$ cat src/sv/txdc_sqrt.sv
// pipelined integer square root, one root bit per stage, with side data
module txdc_sqrt #(
  parameter int RW = 31,
  parameter int SW = 1
) (
  input  logic            clk,
  input  logic            rst,
  input  logic            en,
  input  logic            vin,
  input  logic [2*RW-1:0] x,
  input  logic [SW-1:0]   side_in,
  output logic            vout,
  output logic [RW-1:0]   root,
  output logic [SW-1:0]   side_out
);

  localparam int XW   = 2 * RW;
  localparam int REMW = RW + 3;

  logic [REMW-1:0] rem_r  [RW];
  logic [RW-1:0]   root_r [RW];
  logic [XW-1:0]   x_r    [RW];
  logic [SW-1:0]   side_r [RW];
  logic            vld_r  [RW];

  for (genvar i = 0; i < RW; i++) begin : g_step
    logic [REMW-1:0] rem_in;
    logic [RW-1:0]   root_in;
    logic [XW-1:0]   x_in;
    logic [SW-1:0]   side_s;
    logic            vld_in;
    logic [REMW-1:0] cat;
    logic [REMW-1:0] trial;
    logic            take;

    if (i == 0) begin : g_first
      assign rem_in  = '0;
      assign root_in = '0;
      assign x_in    = x;
      assign side_s  = side_in;
      assign vld_in  = vin;
    end else begin : g_next
      assign rem_in  = rem_r[i-1];
      assign root_in = root_r[i-1];
      assign x_in    = x_r[i-1];
      assign side_s  = side_r[i-1];
      assign vld_in  = vld_r[i-1];
    end

    // bring down the next bit pair and try root*4+1
    assign cat   = REMW'({rem_in, x_in[XW-1 -: 2]});
    assign trial = REMW'({root_in, 2'b01});
    assign take  = cat >= trial;

    always_ff @(posedge clk) begin
      if (en) begin
        rem_r[i]  <= take ? cat - trial : cat;
        root_r[i] <= RW'({root_in, take});
        x_r[i]    <= x_in << 2;
        side_r[i] <= side_s;
      end
    end

    always_ff @(posedge clk) begin
      if (rst) begin
        vld_r[i] <= 1'b0;
      end else if (en) begin
        vld_r[i] <= vld_in;
      end
    end
  end

  assign vout     = vld_r[RW-1];
  assign root     = root_r[RW-1];
  assign side_out = side_r[RW-1];

endmodule

$ cat config.mk
export PLATFORM = sky130hd
export DESIGN_NAME = txdc_sqrt
export DESIGN_NICKNAME = d
export VERILOG_FILES = /design/src/sv/txdc_sqrt.sv
export SDC_FILE = /design/constraint.sdc
export NUM_CORES = 2
export LEC_CHECK = 0
export BUFFER_PORTS_ARGS = -buffer_cell sky130_fd_sc_hd__buf_2
export CORE_ASPECT_RATIO = 2
export CORE_MARGIN = 2
export CORE_UTILIZATION = 45
export DETAILED_ROUTE_END_ITERATION = 10
export PLACE_DENSITY = 0.63
export SETUP_SLACK_MARGIN = 0.5
export SLEW_MARGIN = 20
export SYNTH_ARGS = -nofsm -noshare
export SYNTH_HDL_FRONTEND = slang
export SYNTH_SLANG_ARGS = --single-unit
$ cat constraint.sdc
create_clock -name clk -period 9.59 [get_ports clk]
set_input_delay 0.4795 -clock clk [delete_from_list [all_inputs] [get_ports clk]]
set_output_delay 0.4795 -clock clk [all_outputs]
set_load 0.01 [all_outputs]
==> results.cfg <==
[status]
outcome = finished clean

[detailed_routing]
vias_per_cell = 5.525
drtAntennaViolNets = 0
first_pass_iters = 6
route.vias.total = 68190
drc = 0
wl_per_cell_um = 22.64
drt_iter0_drc = 3882
drt_wl_total_mm = 279.5

[global_routing]
grt_pass1_vias = 72180
grt_antenna_before_repair = 8
grt_use_total_pct = 21.99
grt_max_degree = 208
gr-total-overflow = 0
grt_pass1_wl_mm = 414.4

[min_path]
worst_hold_path.endpoint = x_r[0][23]
whs_path_depth = 1
hp-class = input port to flip-flop
worstHoldStart = en

[setup_path]
crit_start = root_r[17][15]
rr_worst_depth = 12
crit_required_ns = 10.23
critPathCaptureType = flip-flop
crit_path_max_incr_delay_ns = 0.87
startpoint_type = flip-flop
regToRegSetupSlack_ns = 4.26
critical_path_class = flip-flop to flip-flop
worstPathBufferInverterCount = 2
r2r-start = root_r[17][15]
rr_endpoint = rem_r[18][23]
critPathMaxFanout = 42
worstPathCellList = inv_1 -> ha_1 -> and4_1 -> nand4b_1 -> nor2_1 -> a31oi_2 -> nand4_1 -> a31oi_2 -> buf_4 -> a2111oi_0 -> nand3_1 -> xnor2_1
cp_common_cell = a31oi_2
crit_slowest_cell = a2111oi_0
cp_data_arrival_time_ns = 5.97
critPathTopFamily = simple AND/OR/NAND/NOR gates

[floorplan]
pin_count = 100
initial_core_util_pct = 45.17
core_area_um2 = 246600
rows = 258
die_x_um = 355.8
die-area_um2 = 251800
die_h_um = 707.6

[sta]
report.final.slew_viol_count = 0
timing.final.crit_share_pct = 55.63
fmax_mhz = 187.5
rsz0062_at_grt = false
clock_skew_ns = 0.1049
setup_viol = 0
fin_crit_ns = 5.335
finalSetupTns_ns = 0
hold_violations = 0
worst_hold_slack_ns = 0.09997
slew_headroom_pct = 19.38
fin_ws_ns = 4.255
worstMarginPinSlew_ns = 1.198

[logic_synthesis]
post-synth-top-area-cell = edfxtp_1
ys_warn_count = 0
synthAdderAreaFrac_pct = 5.930
yosys-top-cells-area = edfxtp_1, ha_1, xnor2_1
synthDominantCellAreaShare_pct = 64.72
yosysSeqAreaShare_pct = 64.72
ys_ff_latch = 2401
synth_flop_cell = edfxtp_1
synth_xor_xnor_area_share_pct = 5.928
synth_fp_nets = 9217
avgSynthCellArea_um2 = 12.92
yosys.area_share.simple_pct = 10.18
syn_inst = 8622
mappedNetlistArea_um2 = 111400
synth_compound_area_share_pct = 9.685
synth_top_family_by_area = simple AND/OR/NAND/NOR gates
muxShareOfSynthArea_pct = 0.5773
synth_cell_types = 96
synthArstFlopShare_pct = 0
synth_edf_count = 2401

[clocking]
cts_buffers = 220
clk_pin_slew_ns = 0.07
cts.path.max_buffers = 4
clock_tree.root_cell = clkbuf_16
cts_setup_buffers = 0
cts_tree = built
cts_resized = 0
clkLatencyLatePin_ns = 0.92
cts_htree_levels = 4
numClockSinks = 2401

[finish]
mostFrequentLayoutCells = edfxtp_1, inv_1, nand2_1
layout-drive-gt1-share_pct = 7.024
final_cell_count_no_fill = 12340
final_cell_area_um2 = 123900
num-nets-final = 9494
syn_to_final_growth_pct = 11.21
layout_commonest_cell = edfxtp_1
num-fill-cells = 21050

[power]
p_leak_nw = 46.76
peakVddDrop_mv = 0.1817
pwr_density_cell_nw_per_um2 = 239.3

[placed_design]
dp.cells = 11860
place_area_um2 = 116100
globalplace.congestion = 1.013
place_ws_ns = 4.343
io_buffers = 99
hpwl_mm = 210.1

[flow_run]
maxCapViolations = 0
[power by group]
| part | switching [W] | leakage [nW] | internal (W) | total, W |
|---|---|---|---|---|
| sequential | 0.000889 | 23.2 | 0.0133 | 0.0142 |
| clock | 0.00390 | 3.43 | 0.00496 | 0.00887 |
| combinational | 0.00408 | 20.2 | 0.00255 | 0.00663 |
[how the worst max path moves through the flow]
stage | endpoint | slack, ns | cells after the start
floorplan | rem_r[20][27] | 6.17 | 10
global placement | rem_r[18][23] | 4.32 | 11
detailed placement | rem_r[18][23] | 4.34 | 11
CTS | rem_r[18][23] | 4.37 | 11
global route | rem_r[18][23] | 3.97 | 12
finish | rem_r[18][23] | 4.26 | 12
[cells in the mapped netlist, drive strengths merged, types with 14 or more instances]
| cell type | instances |
|---|---|
| a2111oi | 15 |
| a211o | 17 |
| a211oi | 37 |
| a21boi | 27 |
| a21o | 219 |
| a21oi | 493 |
| a31oi | 52 |
| and2 | 66 |
| and3 | 54 |
| and4 | 14 |
| buf | 21 |
| clkbuf | 167 |
| edfxtp | 2401 |
| ha | 528 |
| inv | 684 |
| mux2 | 50 |
| nand2 | 620 |
| nand2b | 123 |
| nand3 | 156 |
| nand3b | 32 |
| nand4 | 96 |
| nor2 | 499 |
| nor2b | 68 |
| nor3 | 194 |
| nor3b | 16 |
| nor4 | 114 |
| nor4b | 15 |
| o2111ai | 18 |
| o211ai | 24 |
| o21a | 89 |
| o21ai | 503 |
| o21bai | 45 |
| o31a | 16 |
| o31ai | 68 |
| o41ai | 15 |
| or2 | 38 |
| or3 | 83 |
| or4 | 57 |
| xnor2 | 392 |
| xor2 | 362 |
[routing by layer]
layer	routed length (um)	GRT usage, %
met4	31790	21.47
met3	7681	2.787
met5	37	0
met2	166900	46.26
met1	73010	15.28
[cell type report]
type	instances	area (um^2)	area share, %
Clock buffer	265	5717	4.615
Timing Repair Buffer	243	1852	1.495
Multi-Input combinational cell	5347	36170	29.19
Inverter	686	2577	2.081
Antenna cell	24	60.06	0.04848
Clock inverter	127	1345	1.086
Tap cell	3250	4066	3.282
Sequential cell	2401	72100	58.20
[state kept, by name (all words and copies together), names as in the netlist]
register,cells
x_r,930
rem_r,913
root_r,496
side_r,31
vld_r,31
[through the flow]
step           util (%)  power, W
5_1_grt           50.23   0.03095
2_1_floorplan         -   0.01841
3_3_place_gp      47.05   0.02072
6_report          50.23   0.02965
4_1_cts           50.19   0.02984
3_5_place_dp      47.06   0.02090
[cell families (layout without fill, tap and decap cells)]
group | count (synthesis) | after routing
AOI/OAI and AO/OA | 1737 | 1737
xor gates and xnor gates | 754 | 754
adders and majority gates | 528 | 528
buffers and inverters | 874 | 1321
DFF | 2401 | 2401
muxes | 58 | 58
other | 1 | 25
and+or+nand+nor | 2269 | 2269
[timing repair]
item,4_1_cts,5_1_grt
endpoints found under the hold margin,65,0
endpoints found under the setup margin,0,0
hold buffers,66,0
No activity file was read; power rests on OpenSTA's default activity.
