--- src/sv/txdc_pkg.sv ---
// shared types and constants of the doppler correction block
package txdc_pkg;

  localparam int XS_W       = 48;
  localparam int E_W        = 64;
  localparam int T_W        = 64;
  localparam int AW_W       = 32;
  localparam int TV_W       = 32;
  localparam int TI_W       = 6;
  localparam int CFG_IDX_W  = 2;
  localparam int CFG_DATA_W = 64;

  typedef enum logic {
    CMD_CORRECT = 1'b0,
    CMD_LOAD    = 1'b1
  } cmd_t;

  localparam logic [CFG_IDX_W-1:0] REG_OLD_TEMP    = 2'd0;
  localparam logic [CFG_IDX_W-1:0] REG_NEW_TEMP    = 2'd1;
  localparam logic [CFG_IDX_W-1:0] REG_ATOM_WEIGHT = 2'd2;

  typedef struct packed {
    cmd_t            cmd;
    logic [TI_W-1:0] table_index;
    logic [TV_W-1:0] table_value;
    logic [E_W-1:0]  energy;
    logic [XS_W-1:0] total_xs;
    logic [XS_W-1:0] elastic_xs;
  } point_t;

  typedef struct packed {
    logic [XS_W-1:0] total_xs_out;
    logic [XS_W-1:0] elastic_xs_out;
    logic            adjusted;
  } result_t;

  // item fields that ride along the arithmetic pipeline
  typedef struct packed {
    cmd_t            cmd;
    logic [TI_W-1:0] idx;
    logic [TV_W-1:0] tval;
    logic [XS_W-1:0] tot;
    logic [XS_W-1:0] el;
    logic            pass;
  } carry_t;

endpackage

--- src/sv/txdc_table.sv ---
// thermal table in even and odd banks, two lanes each read one interval
module txdc_table #(
  parameter int ENTRIES = 51
) (
  input  logic                      clk,
  input  logic                      en,
  input  logic                      we,
  input  logic [txdc_pkg::TI_W-1:0] waddr,
  input  logic [txdc_pkg::TV_W-1:0] wdata,
  input  logic [txdc_pkg::TI_W-1:0] ridx0,
  input  logic [txdc_pkg::TI_W-1:0] ridx1,
  output logic [txdc_pkg::TV_W-1:0] lo0,
  output logic [txdc_pkg::TV_W-1:0] hi0,
  output logic [txdc_pkg::TV_W-1:0] lo1,
  output logic [txdc_pkg::TV_W-1:0] hi1
);

  localparam int EV  = (ENTRIES + 1) / 2;
  localparam int OD  = ENTRIES / 2;
  localparam int EAW = (EV > 1) ? $clog2(EV) : 1;
  localparam int OAW = (OD > 1) ? $clog2(OD) : 1;
  localparam int TIW = txdc_pkg::TI_W;

  logic [txdc_pkg::TV_W-1:0] ev_mem [EV];
  logic [txdc_pkg::TV_W-1:0] od_mem [OD];
  logic [txdc_pkg::TV_W-1:0] ev_d0, ev_d1, od_d0, od_d1;
  logic                      odd0, odd1;
  logic [EAW-1:0]            ev_a0, ev_a1;
  logic [OAW-1:0]            od_a0, od_a1;

  // entry idx and idx+1 always sit in opposite banks
  assign ev_a0 = EAW'(((TIW+1)'(ridx0) + (TIW+1)'(1)) >> 1);
  assign ev_a1 = EAW'(((TIW+1)'(ridx1) + (TIW+1)'(1)) >> 1);
  assign od_a0 = OAW'(ridx0 >> 1);
  assign od_a1 = OAW'(ridx1 >> 1);

  always_ff @(posedge clk) begin
    if (we && (32'(waddr) < ENTRIES)) begin
      if (waddr[0]) begin
        od_mem[OAW'(waddr >> 1)] <= wdata;
      end else begin
        ev_mem[EAW'(waddr >> 1)] <= wdata;
      end
    end
  end

  always_ff @(posedge clk) begin
    if (en) begin
      ev_d0 <= ev_mem[ev_a0];
      ev_d1 <= ev_mem[ev_a1];
      od_d0 <= od_mem[od_a0];
      od_d1 <= od_mem[od_a1];
      odd0  <= ridx0[0];
      odd1  <= ridx1[0];
    end
  end

  assign lo0 = odd0 ? od_d0 : ev_d0;
  assign hi0 = odd0 ? ev_d0 : od_d0;
  assign lo1 = odd1 ? od_d1 : ev_d1;
  assign hi1 = odd1 ? ev_d1 : od_d1;

endmodule

--- config.mk ---
export PLATFORM = sky130hd
export DESIGN_NAME = txdc_table
export DESIGN_NICKNAME = d
export VERILOG_FILES = /design/src/sv/txdc_pkg.sv /design/src/sv/txdc_table.sv
export SDC_FILE = /design/constraint.sdc
export NUM_CORES = 2
export LEC_CHECK = 0
export ABC_CLOCK_PERIOD_IN_PS = 9850
export BUFFER_PORTS_ARGS = -buffer_cell sky130_fd_sc_hd__clkbuf_2
export CORE_MARGIN = 2
export CORE_UTILIZATION = 47
export CTS_CLUSTER_SIZE = 16
export DETAILED_ROUTE_END_ITERATION = 12
export PLACE_DENSITY = 0.66
export SKIP_CTS_REPAIR_TIMING = 1
export SLEW_MARGIN = 20
export SYNTH_ARGS = -nofsm -noshare
export SYNTH_HDL_FRONTEND = slang
export SYNTH_SLANG_ARGS = --single-unit
--- constraint.sdc ---
create_clock -name clk -period 9.85 [get_ports clk]
set_input_delay 0.4925 -clock clk [delete_from_list [all_inputs] [get_ports clk]]
set_output_delay 0.4925 -clock clk [all_outputs]
set_load 0.05 [all_outputs]
==> results.yml <==
synth:
  synth_edf_count: 1762
  syn-num-nets: 4010
  syn-cell-area_mm2: 0.0812
  synth_cell_types: 64
  synth_ff_type: "edfxtp_1"
  yosysSeqAreaShare: 0.651
  syn_area_per_cell_um2: 20.5
  ys_ff_latch: 1762
  netlist_instances: 3955
  synth-async-reset-ratio: 0
  synth_warnings: 0
timing:
  min_period_ps: 3610
  finalHoldWorstSlack_ps: 124
  finalSetupViolations: 0
  worst_pin_slew_ps: 1120
  skew_ps: 23.2
  post-route-period-util: 0.366
  fmax_mhz: 277
  finalSetupTns_ps: 0
  rsz0062_at_grt: "false"
  finalHoldViolCount: 0
  timing.slew.headroom: 0.253
  maxSlewViolCount: 0
clock_tree:
  cts.sinks: 1762
  clkTransAtPathRegs_ps: 60
  numCtsBuffers: 184
  clockRootBuffer: "clkbuf_16"
  cts_buffer_depth: 3
  insertion_delay_ps: 810
  h-tree-depth: 4
  cts_tree: "built"
die:
  die-area_mm2: 0.176
  num_io_pins: 181
  coreArea_mm2: 0.172
  die_w_um: 420
  die_y_um: 420
  fp-row-count: 152
  initial_core_util: 0.473
routing:
  topRoutingLayerUsed: "met4"
  finalWirelength_um: 239000
  vias_per_cell: 6.83
  drc: 0
  route.met2.wl_um: 116000
  drt_iter0_drc: 6221
  wl_met1_um: 90300
  wl_met3_um: 23500
  vias: 44900
  wl_per_cell_um: 36.3
  first_pass_iters: 7
  postRouteAntennaNets: 0
final_layout:
  mostFrequentLayoutCells: "edfxtp_1, mux4_2, mux2i_1"
  fin_nets: 4185
  syn_to_final_growth_pct: 11.3
  layout_commonest_cell: "edfxtp_1"
  regArea_mm2: 0.0529
  drive_gt1_frac: 0.362
  fillers: 13300
  multi_input_area_mm2: 0.0269
power_and_ir_drop:
  p_seq_frac: 0.495
  power_frac_comb: 0.115
  p_switching_mw: 4.16
  p_leak_nw: 28.7
  switching_share: 0.243
  finalPower_mw: 17.1
  clkPwrFrac: 0.390
  peakVddDrop_uv: 199
  intPower_mw: 13.0
  power_density_mw_per_mm2: 190
grt:
  grt_max_degree: 145
  grt_pass1_vias: 45200
  antenna_found_initial: 5
  grtUsageTotal: 0.273
  grt_first_pass_wirelength_um: 336000
  grt-ovfl-total: 0
worst_hold_path:
  hold_class: "in2reg"
placement:
  hpwl_um: 128000
  routabilityCongestion: 0.806
  portBuffers: 180
setup_path:
  cp-end-kind: "output pin"
  path_max_fanout: 52
  crit_type: "reg2out"
  startpoint_type: "flip-flop"
  critPathMaxStageDelay_ps: 780
  worst_ep_required_time_ps: 9360
  arrival_ps: 3110
  slowest_stage: "buf_4"
  crit_chain: "buf_4 > mux2_2 > clkbuf_2"
job:
  maxCapViolCount: 0
run_status:
  status: "finished clean"
-- sequential cells by signal, indices dropped and copies added (netlist names) --
signal	cells
ev_mem	832
od_mem	800
ev_d0	32
ev_d1	32
od_d0	32
od_d1	32
odd0	1
odd1	1
-- area by class of cell --
type,count,share of cell area
repair buffers,305,0.0222
well taps,2310,0.0320
clock inverters,90,0.00862
inverters,2,0.000111
flip-flops and latches,1762,0.585
clock buffers,234,0.0542
multi-input cells,1875,0.298
diodes,5,0.000138
-- worst paths after layout --
kind / startpoint / end / slack [ps] / depth (start not counted)
min reg2reg: ev_mem[25][7] / ev_d1[7] / 740 / 2
min: ridx1[0] / odd1 / 120 / 1
max: odd1 / lo1[6] / 6240 / 3
max reg2reg: od_mem[11][28] / od_d0[28] / 7650 / 5
-- cell families after synthesis --
group / after synthesis / synth area share
simple gates: 317 / 0.0178
buf+inv: 318 / 0.0239
compound gates: 329 / 0.0342
xor+xnor: 10 / 0.00186
mux: 1217 / 0.271
fa+ha+maj: 2 / 0.000308
flops: 1762 / 0.651
-- cells in the mapped netlist, types with 3 or more instances --
cell	number	area [um2]
a21oi_1	8	40.0
o311ai_1	23	201
nor3b_1	3	22.5
xor2_2	3	48.8
nor2_1	190	713
nand3b_1	3	22.5
o22ai_1	23	144
mux4_2	768	17300
buf_6	41	462
nor2b_1	29	181
o21ai_1	3	15.0
o31ai_1	5	37.5
a222oi_1	64	641
clkbuf_1	70	263
a211o_1	7	61.3
a32oi_1	50	438
a41o_1	5	50.1
xnor2_2	3	48.8
nand2_1	39	146
o221ai_1	61	534
edfxtp_1	1762	52900
nand2b_1	4	25.0
mux2i_1	301	3010
a211oi_1	24	180
buf_2	136	681
buf_4	62	465
buf_1	3	11.3
nor3_1	17	85.1
o21ai_0	17	85.1
nand3_1	13	65.1
mux2_2	148	1670
a22oi_1	27	203
-- critical path: cells and delay by family, from the launching register on --
kind	cells	cell delay [ps]
buffers and inverters	2	1040
DFF	1	680
muxes	1	490
-- per-stage QoR --
stage | worst slack (ps) | cell area, um2 | cells | utilization
detailed placement | 5400 | 84700 | 6252 | 0.493
global route | 6010 | 90400 | 6581 | 0.527
finish | 6240 | 90400 | 6583 | 0.527
global placement | 5420 | 84700 | 6251 | 0.493
CTS | 6220 | 90400 | 6576 | 0.526
floorplan | 5830 | 81200 | 3955 | -
-- layer usage --
layer  global-route usage  vias to the layer above
li1                     -                    17700
met5                    0                        -
met4                0.105                        0
met1                0.373                    24100
met2                0.438                     2711
met3               0.0500                      462
-- power groups by stage --
| stage | logic, mW | clock network (mW) | registers, mW |
|---|---|---|---|
| floorplan | 1.41 | 0 | 8.56 |
| global placement | 1.96 | 0 | 8.64 |
| detailed placement | 1.97 | 0 | 8.64 |
| CTS | 1.97 | 6.76 | 8.49 |
| global route | 2.07 | 7.06 | 8.49 |
| finish | 1.97 | 6.69 | 8.48 |
Note: power is estimated with default switching activity, not from simulation.
